### config.mk
export PLATFORM = sky130hd
export DESIGN_NAME = sorted_priority_queue_unit
export DESIGN_NICKNAME = d
export VERILOG_FILES = /design/src/sv/spq_pkg.sv /design/src/sv/spq_ctrl.sv /design/src/sv/spq_datapath.sv /design/src/sv/sorted_priority_queue_unit.sv
export VERILOG_INCLUDE_DIRS = /design/src /design/src/sv
export SDC_FILE = /design/constraint.sdc
export NUM_CORES = 1
export LEC_CHECK = 0
export BUFFER_PORTS_ARGS = -buffer_cell sky130_fd_sc_hd__buf_2
export CAP_MARGIN = 20
export CELL_PAD_IN_SITES_DETAIL_PLACEMENT = 1
export CELL_PAD_IN_SITES_GLOBAL_PLACEMENT = 2
export CORE_ASPECT_RATIO = 1.25
export CORE_MARGIN = 2
export CORE_UTILIZATION = 41
export CTS_BUF_LIST = sky130_fd_sc_hd__clkbuf_4 sky130_fd_sc_hd__clkbuf_8
export CTS_CLUSTER_DIAMETER = 50
export DETAILED_ROUTE_END_ITERATION = 8
export MAX_ROUTING_LAYER = met4
export PLACE_DENSITY_LB_ADDON = 0.1
export SLEW_MARGIN = 40
export SYNTH_ARGS = -nofsm -noshare
export SYNTH_HDL_FRONTEND = slang
export SYNTH_SLANG_ARGS = --single-unit
### constraint.sdc
create_clock -name clock -period 8.6 [get_ports clock]
set_input_delay 0.43 -clock clock [delete_from_list [all_inputs] [get_ports clock]]
set_output_delay 0.43 -clock clock [all_outputs]
set_load 0.05 [all_outputs]
### src/sv/assert_macros.svh
// Assertion macros shared by the sorted priority queue RTL.
// Define ASSERT_OFF to compile every check away.
`ifndef ASSERT_MACROS_SVH
`define ASSERT_MACROS_SVH
`ifndef ASSERT_OFF
// expression must hold at every edge out of reset
`define ASSERT_ALWAYS(lbl, clk, rst, expr) \
   lbl: assert property (@(posedge clk) disable iff (rst) (expr)) \
      else $error("assertion failed: invariant");
// trigger in one cycle implies the consequence in the next
`define ASSERT_NEXT(lbl, clk, rst, trig, cons) \
   lbl: assert property (@(posedge clk) disable iff (rst) (trig) |=> (cons)) \
      else $error("assertion failed: next-cycle implication");
`else
`define ASSERT_ALWAYS(lbl, clk, rst, expr)
`define ASSERT_NEXT(lbl, clk, rst, trig, cons)
`endif
`endif

### src/sv/spq_pkg.sv
// Package for the sorted priority queue: sizes, codes, controller types.
// No dependencies; imported by every module of the block.
`timescale 1ns / 1ps
package spq_pkg;

   // queue depth, the count width derived from it, and field widths
   localparam int DEPTH  = 8;
   localparam int CNT_W  = $clog2(DEPTH + 1);
   localparam int NAME_W = 64;
   localparam int PRIO_W = 16;
   localparam int STAT_W = 2;
   localparam int OCC_W  = 4;

   // request modes
   localparam logic MODE_INSERT = 1'b0;
   localparam logic MODE_SERVE  = 1'b1;

   // result status codes
   localparam logic [STAT_W-1:0] STATUS_DONE  = 2'd0;
   localparam logic [STAT_W-1:0] STATUS_FULL  = 2'd1;
   localparam logic [STAT_W-1:0] STATUS_EMPTY = 2'd2;

   // controller states
   typedef enum logic [1:0] {
      ST_IDLE,
      ST_EXEC,
      ST_RESP,
      ST_PEND
   } spq_state_type;

   // controller to datapath commands
   typedef struct packed {
      logic load_req;
      logic exec;
   } spq_cmd_type;

   // datapath status
   typedef struct packed {
      logic [CNT_W-1:0] count;
   } spq_stat_type;

endpackage

### src/sv/spq_ctrl.sv
// Controller for the sorted priority queue: request/response sequencing.
// Depends on spq_pkg for the state and command types.
`timescale 1ns / 1ps
module spq_ctrl import spq_pkg::*; (
   input  logic        clock,
   input  logic        reset,
   input  logic        req_valid,
   output logic        req_ready,
   output logic        rsp_valid,
   input  logic        rsp_ready,
   output spq_cmd_type cmd
);

   spq_state_type state_ff, state_in;

   // state register
   always_ff @(posedge clock) begin
      if (reset) begin
         state_ff <= ST_IDLE;
      end else begin
         state_ff <= state_in;
      end
   end

   // next state
   always_comb begin
      state_in = state_ff;
      case (state_ff)
         ST_IDLE: begin
            if (req_valid) state_in = ST_EXEC;
         end
         ST_EXEC: begin
            state_in = ST_RESP;
         end
         ST_RESP: begin
            // a new word may be taken while the result still waits
            if (req_valid && rsp_ready) state_in = ST_EXEC;
            else if (req_valid)         state_in = ST_PEND;
            else if (rsp_ready)         state_in = ST_IDLE;
         end
         ST_PEND: begin
            if (rsp_ready) state_in = ST_EXEC;
         end
         default: begin
            state_in = ST_IDLE;
         end
      endcase
   end

   // outputs
   always_comb begin
      req_ready    = 1'b0;
      rsp_valid    = 1'b0;
      cmd.exec     = 1'b0;
      case (state_ff)
         ST_IDLE: begin
            req_ready = 1'b1;
         end
         ST_EXEC: begin
            cmd.exec = 1'b1;
         end
         ST_RESP: begin
            req_ready = 1'b1;
            rsp_valid = 1'b1;
         end
         ST_PEND: begin
            rsp_valid = 1'b1;
         end
         default: begin
            req_ready = 1'b0;
         end
      endcase
      cmd.load_req = req_ready & req_valid;
   end

endmodule

### src/sv/spq_datapath.sv
// Datapath for the sorted priority queue: request register, row of sorted
// entry cells with parallel compare and shift, result register. Uses spq_pkg.
`timescale 1ns / 1ps
module spq_datapath import spq_pkg::*; (
   input  logic              clock,
   input  logic              reset,
   input  spq_cmd_type       cmd,
   output spq_stat_type      stat,
   input  logic              req_mode,
   input  logic [NAME_W-1:0] req_name_chars,
   input  logic [PRIO_W-1:0] req_priority_req,
   output logic [NAME_W-1:0] rsp_served_name,
   output logic [PRIO_W-1:0] rsp_served_priority,
   output logic [STAT_W-1:0] rsp_status,
   output logic [OCC_W-1:0]  rsp_occupancy
);

   // captured request word
   logic              mode_ff;
   logic [NAME_W-1:0] name_ff;
   logic [PRIO_W-1:0] prio_ff;

   // entry cells, head at index 0
   logic [PRIO_W-1:0] cell_prio_ff [DEPTH];
   logic [NAME_W-1:0] cell_name_ff [DEPTH];
   logic [PRIO_W-1:0] cell_prio_in [DEPTH];
   logic [NAME_W-1:0] cell_name_in [DEPTH];
   logic [CNT_W-1:0]  count_ff, count_in;

   // neighbor taps
   logic [DEPTH-1:0]  gt;
   logic [DEPTH-1:0]  dn_gt;
   logic [PRIO_W-1:0] dn_prio [DEPTH];
   logic [NAME_W-1:0] dn_name [DEPTH];
   logic [PRIO_W-1:0] up_prio [DEPTH];
   logic [NAME_W-1:0] up_name [DEPTH];

   // result registers
   logic [NAME_W-1:0] res_name_ff;
   logic [PRIO_W-1:0] res_prio_ff;
   logic [STAT_W-1:0] res_stat_ff;
   logic [OCC_W-1:0]  res_occ_ff;

   logic full, empty, do_insert, do_serve;

   assign full      = (count_ff == CNT_W'(DEPTH));
   assign empty     = (count_ff == '0);
   assign do_insert = cmd.exec && (mode_ff == MODE_INSERT) && !full;
   assign do_serve  = cmd.exec && (mode_ff == MODE_SERVE) && !empty;

   // per cell: does the new entry go at or before this cell
   // (unused cells count as greater, so an append lands at the tail)
   for (genvar i = 0; i < DEPTH; i++) begin : g_cell
      assign gt[i] = (CNT_W'(i) >= count_ff) || (cell_prio_ff[i] > prio_ff);
      if (i == 0) begin : g_head
         assign dn_gt[i]   = 1'b0;
         assign dn_prio[i] = prio_ff;
         assign dn_name[i] = name_ff;
      end else begin : g_body
         assign dn_gt[i]   = gt[i-1];
         assign dn_prio[i] = cell_prio_ff[i-1];
         assign dn_name[i] = cell_name_ff[i-1];
      end
      if (i == DEPTH - 1) begin : g_tail
         assign up_prio[i] = cell_prio_ff[i];
         assign up_name[i] = cell_name_ff[i];
      end else begin : g_inner
         assign up_prio[i] = cell_prio_ff[i+1];
         assign up_name[i] = cell_name_ff[i+1];
      end
   end

   // next cell contents: insert shifts the tail up, serve shifts all down
   always_comb begin
      for (int i = 0; i < DEPTH; i++) begin
         cell_prio_in[i] = cell_prio_ff[i];
         cell_name_in[i] = cell_name_ff[i];
         if (do_insert && gt[i]) begin
            if (dn_gt[i]) begin
               cell_prio_in[i] = dn_prio[i];
               cell_name_in[i] = dn_name[i];
            end else begin
               cell_prio_in[i] = prio_ff;
               cell_name_in[i] = name_ff;
            end
         end else if (do_serve) begin
            cell_prio_in[i] = up_prio[i];
            cell_name_in[i] = up_name[i];
         end
      end
   end

   // entry count
   always_comb begin
      count_in = count_ff;
      if (do_insert)     count_in = count_ff + CNT_W'(1);
      else if (do_serve) count_in = count_ff - CNT_W'(1);
   end

   always_ff @(posedge clock) begin
      if (reset) begin
         count_ff <= '0;
      end else begin
         count_ff <= count_in;
      end
   end

   // payload registers
   always_ff @(posedge clock) begin
      if (cmd.load_req) begin
         mode_ff <= req_mode;
         name_ff <= req_name_chars;
         prio_ff <= req_priority_req;
      end
      for (int i = 0; i < DEPTH; i++) begin
         cell_prio_ff[i] <= cell_prio_in[i];
         cell_name_ff[i] <= cell_name_in[i];
      end
      if (cmd.exec) begin
         res_occ_ff  <= OCC_W'(count_in);
         res_name_ff <= '0;
         res_prio_ff <= '0;
         res_stat_ff <= STATUS_DONE;
         if (mode_ff == MODE_INSERT) begin
            if (full) res_stat_ff <= STATUS_FULL;
         end else if (empty) begin
            res_stat_ff <= STATUS_EMPTY;
         end else begin
            res_name_ff <= cell_name_ff[0];
            res_prio_ff <= cell_prio_ff[0];
         end
      end
   end

   assign stat.count          = count_ff;
   assign rsp_served_name     = res_name_ff;
   assign rsp_served_priority = res_prio_ff;
   assign rsp_status          = res_stat_ff;
   assign rsp_occupancy       = res_occ_ff;

endmodule

### src/sv/sorted_priority_queue_unit.sv
// Sorted priority queue: insert keeps ascending priority (ties in arrival
// order), serve pops the head. The result word is registered in the
// execute state, in which all cells compare and shift in parallel; the next
// word can be taken while the last result still waits, but not in execution.
// Reset clears the controller and the entry count; cells need no clearing.
// Depends on spq_pkg, spq_ctrl, spq_datapath and assert_macros.svh.
`timescale 1ns / 1ps
`include "assert_macros.svh"
module sorted_priority_queue_unit import spq_pkg::*; (
   input  logic              clock,
   input  logic              reset,
   input  logic              req_valid,
   output logic              req_ready,
   input  logic              req_mode,
   input  logic [NAME_W-1:0] req_name_chars,
   input  logic [PRIO_W-1:0] req_priority_req,
   output logic              rsp_valid,
   input  logic              rsp_ready,
   output logic [NAME_W-1:0] rsp_served_name,
   output logic [PRIO_W-1:0] rsp_served_priority,
   output logic [STAT_W-1:0] rsp_status,
   output logic [OCC_W-1:0]  rsp_occupancy
);

   spq_cmd_type  cmd;
   spq_stat_type stat;
   logic         rsp_failed;
   logic         rsp_data_zero;

   spq_ctrl u_ctrl (
      .clock     (clock),
      .reset     (reset),
      .req_valid (req_valid),
      .req_ready (req_ready),
      .rsp_valid (rsp_valid),
      .rsp_ready (rsp_ready),
      .cmd       (cmd)
   );

   spq_datapath u_dp (
      .clock               (clock),
      .reset               (reset),
      .cmd                 (cmd),
      .stat                (stat),
      .req_mode            (req_mode),
      .req_name_chars      (req_name_chars),
      .req_priority_req    (req_priority_req),
      .rsp_served_name     (rsp_served_name),
      .rsp_served_priority (rsp_served_priority),
      .rsp_status          (rsp_status),
      .rsp_occupancy       (rsp_occupancy)
   );

   // result word flags for the checks below
   assign rsp_failed    = rsp_valid && (rsp_status != STATUS_DONE);
   assign rsp_data_zero = (rsp_served_name == '0) && (rsp_served_priority == '0);

   // entry count never passes the depth
   `ASSERT_ALWAYS(a_count_bound, clock, reset, stat.count <= CNT_W'(DEPTH))
   // an accepted word blocks the next one until it has executed
   `ASSERT_NEXT(a_one_in_flight, clock, reset, req_valid && req_ready, !req_ready)
   // execution always produces a result word in the next cycle
   `ASSERT_NEXT(a_exec_result, clock, reset, cmd.exec, rsp_valid)
   // failed requests return no entry data
   `ASSERT_ALWAYS(a_fail_zero, clock, reset, !rsp_failed || rsp_data_zero)

endmodule

**After elaboration in Yosys (flattened, before gate mapping)**

Memories as Yosys holds them, arrays and structs flattened.
Cells that the tools add are included.

- RAM bits: 640
- Output and inout bits: 88
- Flip-flop bits (word level): 173
- Input port bits: 85
- Memories: 2

Memory list:

| memory | words | width | read ports | clocked after Yosys merged registers in | wr ports | RTL line | source |
|---|---|---|---|---|---|---|---|
| u_dp.cell_name_ff | 8 | 64 | 8 | 0 | 8 | spq_datapath.sv:25 | `logic [NAME_W-1:0] cell_name_ff [DEPTH];` |
| u_dp.cell_prio_ff | 8 | 16 | 8 | 0 | 8 | spq_datapath.sv:24 | `logic [PRIO_W-1:0] cell_prio_ff [DEPTH];` |

- Add/subtract/negate cells: 2
- Reductions and logical operators: 29
- Eq/ne operators: 7
- Bitwise logic cells: 2
- $lt $le $gt $ge: 16
- Muxes and demuxes: 58

Operators by type and width:

| cell | count |
|---|---|
| 64-bit 2-to-1 mux | 22 |
| 16-bit 2-to-1 mux | 22 |
| 16-bit greater-than comparator | 8 |
| 3-bit by 4-bit >= comparator with 1-bit output (first input constant) | 4 |
| 2-bit 2-to-1 mux | 7 |
| 1-bit logical AND | 13 |
| 1-bit by 4-bit >= comparator with 1-bit output (first input constant) | 2 |
| 2-bit by 4-bit >= comparator with 1-bit output (first input constant) | 2 |
| 1-bit logical OR | 8 |
| 4-bit 2-to-1 mux | 2 |
| 2-bit case mux with 4 select lines | 1 |
| 2-bit OR reduction | 3 |
| 4-bit by 1-bit adder with 4-bit output (second input constant) | 1 |
| 2-bit equality test (second input constant) | 2 |
| 4-bit equality test (second input constant) | 1 |
| 4-bit zero test | 1 |
| 1-bit 2-to-1 mux | 4 |
| 2-bit != test (second input constant) | 2 |
| 4-bit by 3-bit != test with 1-bit output (second input constant) | 1 |
| 4-bit by 1-bit subtractor with 4-bit output (second input constant) | 1 |
| 3-bit AND reduction | 1 |
| 2-bit by 1-bit equality test with 1-bit output (second input constant) | 1 |
| 1-bit zero test | 2 |
| 2-bit zero test | 1 |
| other kinds (2) | 2 |

**Logic depth before layout (Yosys ltp)**

Gate-level depths: netlist (run 1).

- Depth in word-level cells: 6
- Mapped depth: 11
- Depth with buffers taken out: 8

**Hierarchy**

A second synthesis (run 1) with hierarchy kept.

- Cells, all modules: 4275
- Area total of the unflattened synthesis: 44594.0 um^2

Modules (own cells, without submodules):

| module | instances | seq. area each (um^2) | cells each | area an instance (um^2) |
|---|---|---|---|---|
| spq_datapath | 1 | 24313.3 | 4247 | 44351.3 |
| spq_ctrl | 1 | 40.0 | 28 | 242.7 |

**Worst setup path before layout (run 1)**

No wires, ideal clock.

- Path kind: register to register
- Start: reg u_ctrl.state_ff[1] (netlist name)
- End: mem u_dp.cell_name_ff[6][0] (netlist: u_dp.cell_name_ff[1][128]), enable pin
- Setup time: 0.629 ns
- Cell stages (with the launch flop): 8
- Data required time: 7.971 ns
- Setup slack: -0.903 ns
- Arrival: 8.874 ns
- Cells stage by stage: dfxtp_1 > inv_1 > ha_1 > clkbuf_1 > and3b_1 > buf_2 > o21ai_1 > o21ai_0

RTL lines:

| what | RTL line |
|---|---|
| to (decl) | spq_datapath.sv:25 |

==> out/qor.tcl, run 1 <==
set qor(die-area_sq_um) 102600
set qor(synthesis.yosys.warnings) 0
set qor(fmax_mhz) 196.8
set qor(dr.first_iter.drc_count) 2006
set qor(post-cts-setup-buffers) 0
set qor(route.antenna.remaining_nets) 0
set qor(mappedNetlistNets) 3468
set qor(ys_seq_elements) 813
set qor(worst_ep_required_time_ns) 9.07
set qor(drtPass1Iterations) 5
set qor(commonest_cells_after_routing_fill_and_taps_aside) {edfxtp_1 (807), a21oi_1 (371), mux2_2 (311)}
set qor(postSynth.topFlopCell) {edfxtp_1}
set qor(fp-row-count) 129
set qor(io_pins) 173
set qor(timing_worst_slew_pin_value_ns) 0.8536
set qor(avgSynthCellArea_sq_um) 12.63
set qor(place_worst_setup_slack_ns) 3.528
set qor(post_route_clock_period_utilization_pct) 59.08
set qor(postRouteWirelength_mm) 141.8
set qor(max-cap-violations) 0
set qor(r2r_setup_slack_ns) 3.52
set qor(initial_utilization_pct) 41.39
set qor(ctsHtreeMaxLevel) 4
set qor(cp-endpoint) {u_dp.cell_prio_ff[0][11]$_DFFE_PP_}
set qor(critical_path.max_fanout) 33
set qor(layout_commonest_cell) {edfxtp_1}
set qor(coreArea_sq_um) 99100
set qor(placer_congestion) 0.9217
set qor(via_count) 29160
set qor(fin_setup_tns_ns) 0
set qor(worst_r2r_endpoint) {u_dp.cell_prio_ff[0][11]$_DFFE_PP_}
set qor(grt_setup_unrepaired) {false}
set qor(cts_tree) {yes}
set qor(timing.critical_path.from_type) {flip-flop}
set qor(chipHeight_microns) 357.6
set qor(clock_path_buffers) 3
set qor(seq_area_frac_synth_pct) 59.37
set qor(grt_pass1_vias) 31660
set qor(criticalPathCategory) {reg -> reg}
set qor(finish.cell_count_without_fillers) 4895
set qor(grt_start_max_net_pins) 161
set qor(fillCellCount) 10180
set qor(r2r_cells) 9
set qor(global_route.usage.total_pct) 28.51
set qor(numCtsBuffers) 143
set qor(antenna_found_initial) 7
set qor(final_layout_size_suffix_gt1_share_pct) 22.56
set qor(status) {completed}
set qor(timing.slew.headroom_pct) 43.09
set qor(insertion_delay_ns) 0.86
set qor(period_minus_slack_ns) 5.081
set qor(worst_setup_hold_path_clk_slew_ns) 0.06
set qor(synth-edff-count) 807
set qor(port-buffer-count) 172
set qor(postPlaceCellArea_sq_um) 43290
set qor(r2r-start) {u_dp.prio_ff[14]$_DFFE_PP_}
set qor(timing.final.max_slew_violations) 0
set qor(finalHoldViolations) 0
set qor(chipWidth_microns) 286.9
set qor(vias_per_cell) 5.958
set qor(final_critical_path_setup_slack_ns) 3.519
set qor(root_cell_of_the_clock_tree) {clkbuf_8}
set qor(wl_per_cell_microns) 28.97
set qor(grt_pass1_wl_mm) 210.2
set qor(mappedNetlistArea_sq_um) 41020
set qor(clock_sinks) 813
set qor(remaining_drc_errors) 0
set qor(timing.final.setup_violations) 0
set qor(p_leak_uw) 0.01810
set qor(ctsResizeCount) 0
set qor(grt_overflow) 0
set qor(worst-endpoint-arrival_ns) 5.55
set qor(fin_skew_ns) 0.03680
set qor(multi_input_area_sq_um) 15590
set qor(cellPowerDensity_nw_per_um2) 262.1
set qor(dpl.hpwl_mm) 83.85
set qor(synthCells) 3247
set qor(cp-startpoint) {u_dp.prio_ff[14]$_DFFE_PP_}
set qor(irDropWorstVdd_uv) 148.4
set qor(dp_cells) 4558
set qor(min_path_type) {in -> reg}
set qor(asyncSetResetFlopFracSynth_pct) 0
set qor(worst_setup_path_end_kind) {flip-flop}
set qor(area.sequential_sq_um) 24350
set qor(layout.nets) 3699
set qor(synth.lib_cells_used.distinct) 66
set qor(finalInstanceArea_sq_um) 47040
set qor(layout-area-overhead-vs-synth_pct) 14.67
[worst min path at each step]
| stage | end | cells after the start | slack (ns) | start |
|---|---|---|---|---|
| floorplan | u_ctrl.state_ff[1]$_SDFFE_PP0P_ | 2 | 0.48 | u_ctrl.state_ff[1]$_SDFFE_PP0P_ |
| global placement | u_ctrl.state_ff[1]$_SDFFE_PP0P_ | 2 | 0.49 | u_ctrl.state_ff[1]$_SDFFE_PP0P_ |
| detailed placement | u_ctrl.state_ff[1]$_SDFFE_PP0P_ | 2 | 0.52 | u_ctrl.state_ff[1]$_SDFFE_PP0P_ |
| CTS | u_ctrl.state_ff[0]$_SDFFE_PP0P_ | 5 | 0.003 | req_valid |
| global route | u_ctrl.state_ff[0]$_SDFFE_PP0P_ | 5 | 0.14 | req_valid |
| finish | u_ctrl.state_ff[0]$_SDFFE_PP0P_ | 5 | 0.11 | req_valid |
[sequential cells by signal (all words and copies together) (netlist names)]
name	cells
u_dp.prio_ff	16
u_dp.name_ff	64
u_dp.rsp_served_priority	16
u_dp.cell_name_ff	512
u_ctrl.state_ff	2
u_dp.rsp_occupancy	4
u_dp.cell_prio_ff	128
u_dp.mode_ff	1
u_dp.rsp_status	2
u_dp.rsp_served_name	64
u_dp.stat	4
[layout make-up]
class	instances	share of cell area, %
antenna	4	0.02128
clock buffer	184	4.879
clock inverter	64	1.133
inverter	34	0.2713
multi-input combinational	2163	33.14
sequential	813	51.78
tap	1310	3.485
timing repair buffer	323	5.299
[cells by family after synthesis]
family	Yosys count	synth area share [%]
compound gates	849	11.62
xor+xnor	3	0.06407
fa+ha+maj	136	4.148
buf+inv	271	3.227
flops	813	59.37
mux	561	14.66
simple gates	614	6.909
[metal layers]
metal,track usage [%],vias to the layer above,share of wire (%)
met5,-,-,0
met4,9.875,0,3.1
met3,4.205,269,4.4
met2,47.43,869,50
met1,35.52,15180,43
li1,-,12850,-
[worst max-delay path: stages, from the launching register on]
cell	delay (ns)
edfxtp_1	0.49
inv_1	0.25
ha_1	0.40
nand4_1	0.16
nor3_1	0.68
a2111o_2	0.75
nand3_4	0.56
buf_12	0.36
nand2_4	0.47
buf_4	0.51
[where the power goes]
group	leakage (uW)	total, uW	switching [uW]	internal, uW
clock	0.00146	3690	1710	1990
sequential	0.00756	5610	398	5210
combinational	0.00909	3020	2030	995
total	0.0181	12300	4130	8200
[cells in the mapped netlist, types with 4 or more instances]
| cell type | instances | area (sq um) |
|---|---|---|
| o21ai_0 | 166 | 830.8 |
| a21o_1 | 18 | 135.1 |
| nand2_1 | 210 | 788.3 |
| and3_1 | 5 | 31.28 |
| ha_1 | 136 | 1702 |
| inv_1 | 34 | 127.6 |
| nor2b_1 | 13 | 81.33 |
| buf_2 | 73 | 365.4 |
| buf_1 | 4 | 15.01 |
| buf_6 | 9 | 101.4 |
| and2_1 | 85 | 531.8 |
| clkbuf_2 | 7 | 35.03 |
| a31oi_1 | 149 | 932.1 |
| o211ai_1 | 18 | 135.1 |
| a21oi_1 | 372 | 1862 |
| mux2i_1 | 243 | 2432 |
| nand2b_1 | 6 | 37.54 |
| buf_4 | 13 | 97.59 |
| nand4_1 | 22 | 137.6 |
| dfxtp_1 | 6 | 120.1 |
| buf_8 | 8 | 120.1 |
| nor3_1 | 7 | 35.03 |
| nand3_1 | 74 | 370.4 |
| o21ai_1 | 81 | 405.4 |
| mux2_2 | 311 | 3502 |
| nor2_1 | 171 | 641.9 |
| clkbuf_1 | 123 | 461.7 |
| edfxtp_1 | 807 | 24230 |
| o22a_1 | 15 | 131.4 |
| mux2_1 | 7 | 78.83 |
[per-stage QoR]
step	util, %	hold slack (ns)	power, uW
after floorplan	-	0.4768	7504
after global routing	47.46	0.1411	12860
after global placement	43.35	0.4935	8497
after detailed placement	43.68	0.5195	8656
after CTS	47.37	0.003039	12430
final	47.46	0.1089	12330
[what timing repair did]
item	in CTS	in global routing
hold buffers	83	0
setup endpoints to repair	0	0
endpoints found under the hold margin	87	0
No activity file was read; power rests on OpenSTA's default activity.
==> run 2: changes to the inputs <==
clock period = 4.6 ns   (was 8.6 ns; I/O delays follow)
==> run 2 against run 1 <==
Effect of this change:
- sequential power grew 87%
- worst setup slack worse by 3.1 ns
- register-to-register slack worse by 3.1 ns
- final area is 0.71% higher
- utilization is 0.34 points higher
- critical path depth unchanged
- clock power increased by 81%
- clock skew increased by 0.0018 ns
- clock-buffer cell count rose by 13
- critical path type unchanged
==> out/qor.tcl, run 2 (synthesis results as in run 1) <==
set qor(status) {completed}
set qor(cp_cell_sequence) {inv_1 > ha_1 > nand4_1 > nor4_2 > o21ai_0 > a31oi_4 > buf_12 > mux2_2 > mux2_2}
set qor(power_frac_comb_pct) 25.4
set qor(grt_start_max_net_pins) 127
set qor(fin_skew_ns) 0.03856
set qor(timing.final.setup_violations) 0
set qor(critical_path.max_fanout) 46
set qor(io_pins) 173
set qor(period_minus_slack_ns) 4.175
set qor(finalHoldViolations) 0
set qor(grt_pass1_wl_mm) 212.3
set qor(intPower_uw) 15200
set qor(worst_r2r_endpoint) {u_dp.cell_prio_ff[6][11]$_DFFE_PP_}
set qor(worst-endpoint-arrival_ns) 4.74
set qor(layout-area-overhead-vs-synth_pct) 15.48
set qor(grt_setup_unrepaired) {false}
set qor(cellPowerDensity_nw_per_um2) 485.0
set qor(fp-row-count) 129
set qor(chipWidth_microns) 286.9
set qor(p_leak_uw) 0.01827
set qor(commonest_cells_after_routing_fill_and_taps_aside) {edfxtp_1 (807), a21oi_1 (371), mux2_2 (311)}
set qor(clock_power_share_pct) 29.1
set qor(drtPass1Iterations) 5
set qor(worst_setup_hold_path_clk_slew_ns) 0.06
set qor(largest_reg_flops) 512
set qor(final_layout_size_suffix_gt1_share_pct) 22.81
set qor(power_switching_uw) 7776
set qor(fmax_mhz) 239.5
set qor(holdCritStartpoint) {req_name_chars[31]}
set qor(irDropWorstVdd_uv) 247.8
set qor(layout_commonest_cell) {edfxtp_1}
set qor(wl_per_cell_microns) 29.21
set qor(finish.cell_count_without_fillers) 4914
set qor(worst_setup_path_end_kind) {flip-flop}
set qor(fin_setup_tns_ns) 0
set qor(dp_cells) 4571
set qor(post_route_clock_period_utilization_pct) 90.75
set qor(grt_overflow) 0
set qor(global_route.usage.total_pct) 28.75
set qor(dpl.hpwl_mm) 81.70
set qor(ctsResizeCount) 0
set qor(clock_path_buffers) 3
set qor(clock_sinks) 813
set qor(min_path_type) {in -> reg}
set qor(timing.final.max_slew_violations) 0
set qor(r2r_setup_slack_ns) 0.43
set qor(dr.first_iter.drc_count) 1946
set qor(vias_per_cell) 5.997
set qor(chipHeight_microns) 357.6
set qor(switching_share_pct) 33.84
set qor(timing.critical_path.from_type) {flip-flop}
set qor(cp-endpoint) {u_dp.cell_prio_ff[6][11]$_DFFE_PP_}
set qor(criticalPathCategory) {reg -> reg}
set qor(worst_ep_required_time_ns) 5.17
set qor(power.sequential.fraction_pct) 45.5
set qor(largest_register_by_flop_count) {u_dp.cell_name_ff}
set qor(cpMaxStageDelayCell) {nor4_2}
set qor(max-cap-violations) 0
set qor(finish.utilization_pct) 47.80
set qor(insertion_delay_ns) 0.85
set qor(via_count) 29470
set qor(antenna_found_initial) 5
set qor(numCtsBuffers) 148
set qor(timing.slew.headroom_pct) 34.08
set qor(cts_tree) {yes}
set qor(route.antenna.remaining_nets) 0
set qor(postRouteWirelength_mm) 143.5
set qor(remaining_drc_errors) 0
set qor(largestRegisters) {u_dp.cell_name_ff: 512 flops, u_dp.cell_prio_ff: 128 flops}
set qor(ctsHtreeMaxLevel) 4
set qor(root_cell_of_the_clock_tree) {clkbuf_8}
set qor(placer_congestion) 0.8598
set qor(layout.nets) 3720
set qor(r2r-start) {u_dp.prio_ff[15]$_DFFE_PP_}
set qor(initial_utilization_pct) 41.39
set qor(crit_path_frequent_cell) {mux2_2}
set qor(timing_worst_slew_pin_value_ns) 0.9785
set qor(critical_path.max_stage_delay_ns) 0.57
set qor(coreArea_sq_um) 99100
set qor(port-buffer-count) 172
set qor(grt_pass1_vias) 31660
set qor(cp-startpoint) {u_dp.prio_ff[15]$_DFFE_PP_}
set qor(die-area_sq_um) 102600
set qor(r2r_cells) 9
==> run 2: cell count changes in the layout (fill, tap and decap cells not counted), moves of 3 or more <==
cell	before	now
buf_8	6	0
buf_12	9	44
clkinv_2	10	13
bufinv_16	8	1
dlygate4sd3_1	83	87
clkbuf_4	38	43
buf_6	14	2
clkbuf_8	146	154
buf_4	35	31
diode_2	4	1
clkinvlp_4	8	5
==> run 2: worst min-delay path by stage <==
stage | to | slack, ns | cells past startpoint
after detailed placement | u_dp.name_ff[22]$_DFFE_PP_ | 0.41 | 1
final | u_dp.name_ff[31]$_DFFE_PP_ | 0.09 | 2
after global routing | u_dp.name_ff[59]$_DFFE_PP_ | 0.04 | 2
after CTS | u_dp.name_ff[3]$_DFFE_PP_ | 0.003 | 2
after global placement | u_dp.name_ff[52]$_DFFE_PP_ | 0.41 | 1
after floorplan | u_ctrl.state_ff[1]$_SDFFE_PP0P_ | 0.30 | 1
==> run 2: repair_timing <==
| item | 4_1_cts | 5_1_grt |
|---|---|---|
| buffers inserted | 0 | 0 |
| hold buffers | 87 | 0 |
| endpoints found under the setup margin | 0 | 0 |
| hold endpoints to repair | 87 | 0 |
==> run 2: through the flow <==
step / setup slack, ns / total power, uW / instance area, sq um / hold WS (ns)
global placement: 0.5398 / 16080 / 43640 / 0.4075
finish: 0.4253 / 22980 / 47370 / 0.09201
CTS: 0.4292 / 23150 / 47340 / 0.003149
detailed placement: 0.4299 / 16330 / 43720 / 0.4083
global route: 0.3006 / 23980 / 47370 / 0.04449
floorplan: 0.07492 / 14000 / 41060 / 0.2991
==> run 2: layout make-up <==
class / instances / area (sq um)
Clock buffer: 197 / 2442
Multi-Input combinational cell: 2163 / 15550
Sequential cell: 813 / 24350
Inverter: 34 / 127.6
Tap cell: 1310 / 1639
Timing Repair Buffer: 339 / 2950
Clock inverter: 57 / 305.3
Fill cell: 10240 / 51730
Antenna cell: 1 / 2.502
==> run 2: per-layer routing <==
layer / global-route usage [%] / up-vias / part of all wire [%]
li1: - / 12900 / -
met1: 36.20 / 15460 / 44
met2: 47.87 / 849 / 49
met3: 3.690 / 259 / 4.0
met4: 9.813 / 0 / 3.0
met5: - / - / 0
==> run 2: worst max-delay path: cells and delay by family (launching register included) <==
kind	cells	cell delay (ns)
AND/OR/NAND/NOR	2	1.00
AO/OA/AOI/OAI	2	0.66
multiplexers	2	0.64
adder cells (fa/ha/maj)	1	0.43
flip-flops	1	0.50
buffers and inverters	2	0.56
==> run 2: power groups by stage <==
| stage | Combinational (uW) | Sequential (uW) | Clock, uW |
|---|---|---|---|
| finish | 5830 | 10500 | 6690 |
| global route | 6250 | 10600 | 7160 |
| CTS | 5820 | 10500 | 6880 |
| detailed placement | 5740 | 10600 | 0 |
| global placement | 5550 | 10500 | 0 |
| floorplan | 3290 | 10700 | 0 |
==> run 3: changes to the inputs <==
REMOVE_ABC_BUFFERS = 1   (was not set)
==> run 3 against run 2 <==
Effect of this change:
- die area unchanged
- fmax rose by 4.2%
- utilization grew 0.076 points
- sequential power hardly changed
- final area rose by 0.16%
- worst setup slack improved by 0.17 ns
- sequential cell count unchanged
- clock-buffer cell count fell by 2
- clock skew rose by 0.0055 ns
- non-clock buffer count up 12
- global-route usage is 0.43 points lower
- register-to-register slack better by 0.17 ns
- largest cell class unchanged
- largest power group unchanged
==> out/qor.tcl, run 3 (synthesis results as in run 1) <==
set qor(period_minus_slack_ns) 4.007
set qor(final_layout_size_suffix_gt1_share_pct) 22.98
set qor(postRouteWirelength_mm) 141.7
set qor(finalHoldViolations) 0
set qor(vias_per_cell) 5.973
set qor(clock_sinks) 813
set qor(wl_per_cell_microns) 28.76
set qor(crit_path_frequent_cell) {mux2_2}
set qor(p_leak_uw) 0.01831
set qor(post-cts-setup-buffers) 0
set qor(cp_cell_sequence) {inv_1 > ha_1 > nand4_1 > nor4_2 > o21ai_0 > a31oi_4 > buf_12 > mux2_2 > mux2_2}
set qor(via_count) 29420
set qor(drtPass1Iterations) 5
set qor(worst_ep_required_time_ns) 5.19
set qor(die-area_sq_um) 102600
set qor(coreArea_sq_um) 99100
set qor(initial_utilization_pct) 41.39
set qor(criticalPathCategory) {reg -> reg}
set qor(clock_path_buffers) 3
set qor(numCtsBuffers) 143
set qor(cellPowerDensity_nw_per_um2) 487.7
set qor(fin_setup_tns_ns) 0
set qor(chipHeight_microns) 357.6
set qor(route.antenna.remaining_nets) 0
set qor(largest_register_by_flop_count) {u_dp.cell_name_ff}
set qor(port-buffer-count) 172
set qor(ctsHtreeMaxLevel) 4
set qor(post_route_clock_period_utilization_pct) 87.10
set qor(r2r_setup_slack_ns) 0.59
set qor(commonest_cells_after_routing_fill_and_taps_aside) {edfxtp_1 (807), a21oi_1 (371), mux2_2 (311)}
set qor(area.sequential_sq_um) 24350
set qor(worst_r2r_endpoint) {u_dp.cell_name_ff[1][149]$_DFFE_PP_}
set qor(cts_tree) {yes}
set qor(finalInstanceArea_sq_um) 47450
set qor(max-cap-violations) 0
set qor(grt_pass1_wl_mm) 209.3
set qor(timing.final.setup_violations) 0
set qor(postPlaceCellArea_sq_um) 43610
set qor(ctsResizeCount) 0
set qor(global_route.usage.total_pct) 28.33
set qor(multi_input_area_sq_um) 15560
set qor(grt_setup_unrepaired) {false}
set qor(critical-path-top-delay-family) {compound AO/OA/AOI/OAI gates}
set qor(io_pins) 173
set qor(fmax_mhz) 249.6
set qor(cp-startpoint) {u_dp.prio_ff[11]$_DFFE_PP_}
set qor(grt_pass1_vias) 31630
set qor(grt_overflow) 0
set qor(insertion_delay_ns) 0.86
set qor(chipWidth_microns) 286.9
set qor(antenna_found_initial) 7
set qor(fp-row-count) 129
set qor(crit_cells) 9
set qor(remaining_drc_errors) 0
set qor(status) {completed}
set qor(dr.first_iter.drc_count) 2057
set qor(totalPowerFinal_uw) 23140
set qor(dpl.hpwl_mm) 79.57
set qor(cpMaxStageDelayCell) {edfxtp_1}
set qor(timing_worst_slew_pin_value_ns) 0.8925
set qor(cp-endpoint) {u_dp.cell_name_ff[1][149]$_DFFE_PP_}
set qor(irDropWorstVdd_uv) 307.9
set qor(layout-area-overhead-vs-synth_pct) 15.67
set qor(largestRegisters) {u_dp.cell_name_ff: 512 flops, u_dp.cell_prio_ff: 128 flops}
set qor(min_path_type) {in -> reg}
set qor(grt_start_max_net_pins) 161
set qor(timing.final.max_slew_violations) 0
set qor(layout_commonest_cell) {edfxtp_1}
set qor(layout.nets) 3727
set qor(fin_skew_ns) 0.04409
set qor(root_cell_of_the_clock_tree) {clkbuf_8}
set qor(worst_setup_path_end_kind) {flip-flop}
set qor(crit_buf_inv) 2
set qor(critical_path.max_fanout) 48
set qor(timing.slew.headroom_pct) 40.50
set qor(critical_path.max_stage_delay_ns) 0.50
set qor(timing.critical_path.from_type) {flip-flop}
set qor(fillCellCount) 10230
set qor(placer_congestion) 0.8415
set qor(worst-endpoint-arrival_ns) 4.60
set qor(r2r-start) {u_dp.prio_ff[11]$_DFFE_PP_}
set qor(worst_setup_hold_path_clk_slew_ns) 0.06
set qor(largest_reg_flops) 512
set qor(r2r_cells) 9
## run 3: report_power, final
group	switching (uW)	total, uW	internal (uW)
Clock	3200	6910	3700
Sequential	681	10400	9740
Combinational	3870	5810	1940
## run 3: area by class of cell
cell class	count	share of cell area, %
inverter	34	0.2690
clock inverter	56	0.9414
timing repair buffer	351	6.165
multi-input combinational	2163	32.80
sequential	813	51.33
tap	1310	3.455
antenna	3	0.01582
clock buffer	195	5.024
## run 3: through the flow
stage / utilization, % / hold slack [ns] / std cells / setup WS [ns]
after CTS: 47.83 / 0.0001138 / 4921 / 0.5995
after global routing: 47.88 / 0.03950 / 4925 / 0.4089
after global placement: 43.94 / 0.4065 / 4572 / 0.6855
after detailed placement: 44.00 / 0.4083 / 4574 / 0.5847
final: 47.88 / 0.08110 / 4925 / 0.5934
after floorplan: - / 0.2991 / 3010 / -10.71
## run 3: what timing repair did
item,CTS,global route
hold endpoints to repair,97,0
endpoints found under the setup margin,0,0
hold buffers,96,0
## run 3: per-layer routing
layer | vias up | part of all wire (%) | GRT usage (%)
met2 | 826 | 50 | 48.08
met1 | 15430 | 43 | 35.18
met4 | 0 | 2.5 | 8.406
met5 | - | 0 | -
met3 | 262 | 4.1 | 3.944
li1 | 12900 | - | -
## run 3: worst min path at each step
stage	startpoint	cells after the start	to
after detailed placement	req_name_chars[20]	1	u_dp.name_ff[20]$_DFFE_PP_
final	req_name_chars[13]	2	u_dp.name_ff[13]$_DFFE_PP_
after CTS	req_name_chars[47]	2	u_dp.name_ff[47]$_DFFE_PP_
after floorplan	reset	1	u_ctrl.state_ff[1]$_SDFFE_PP0P_
after global routing	req_name_chars[47]	2	u_dp.name_ff[47]$_DFFE_PP_
after global placement	req_name_chars[6]	1	u_dp.name_ff[6]$_DFFE_PP_
## run 3: worst register-to-register path: stages, from the launching register on
cell	delay [ns]
edfxtp_1	0.50
inv_1	0.28
ha_1	0.41
nand4_1	0.22
nor4_2	0.50
o21ai_0	0.38
a31oi_4	0.34
buf_12	0.41
mux2_2	0.46
mux2_2	0.27
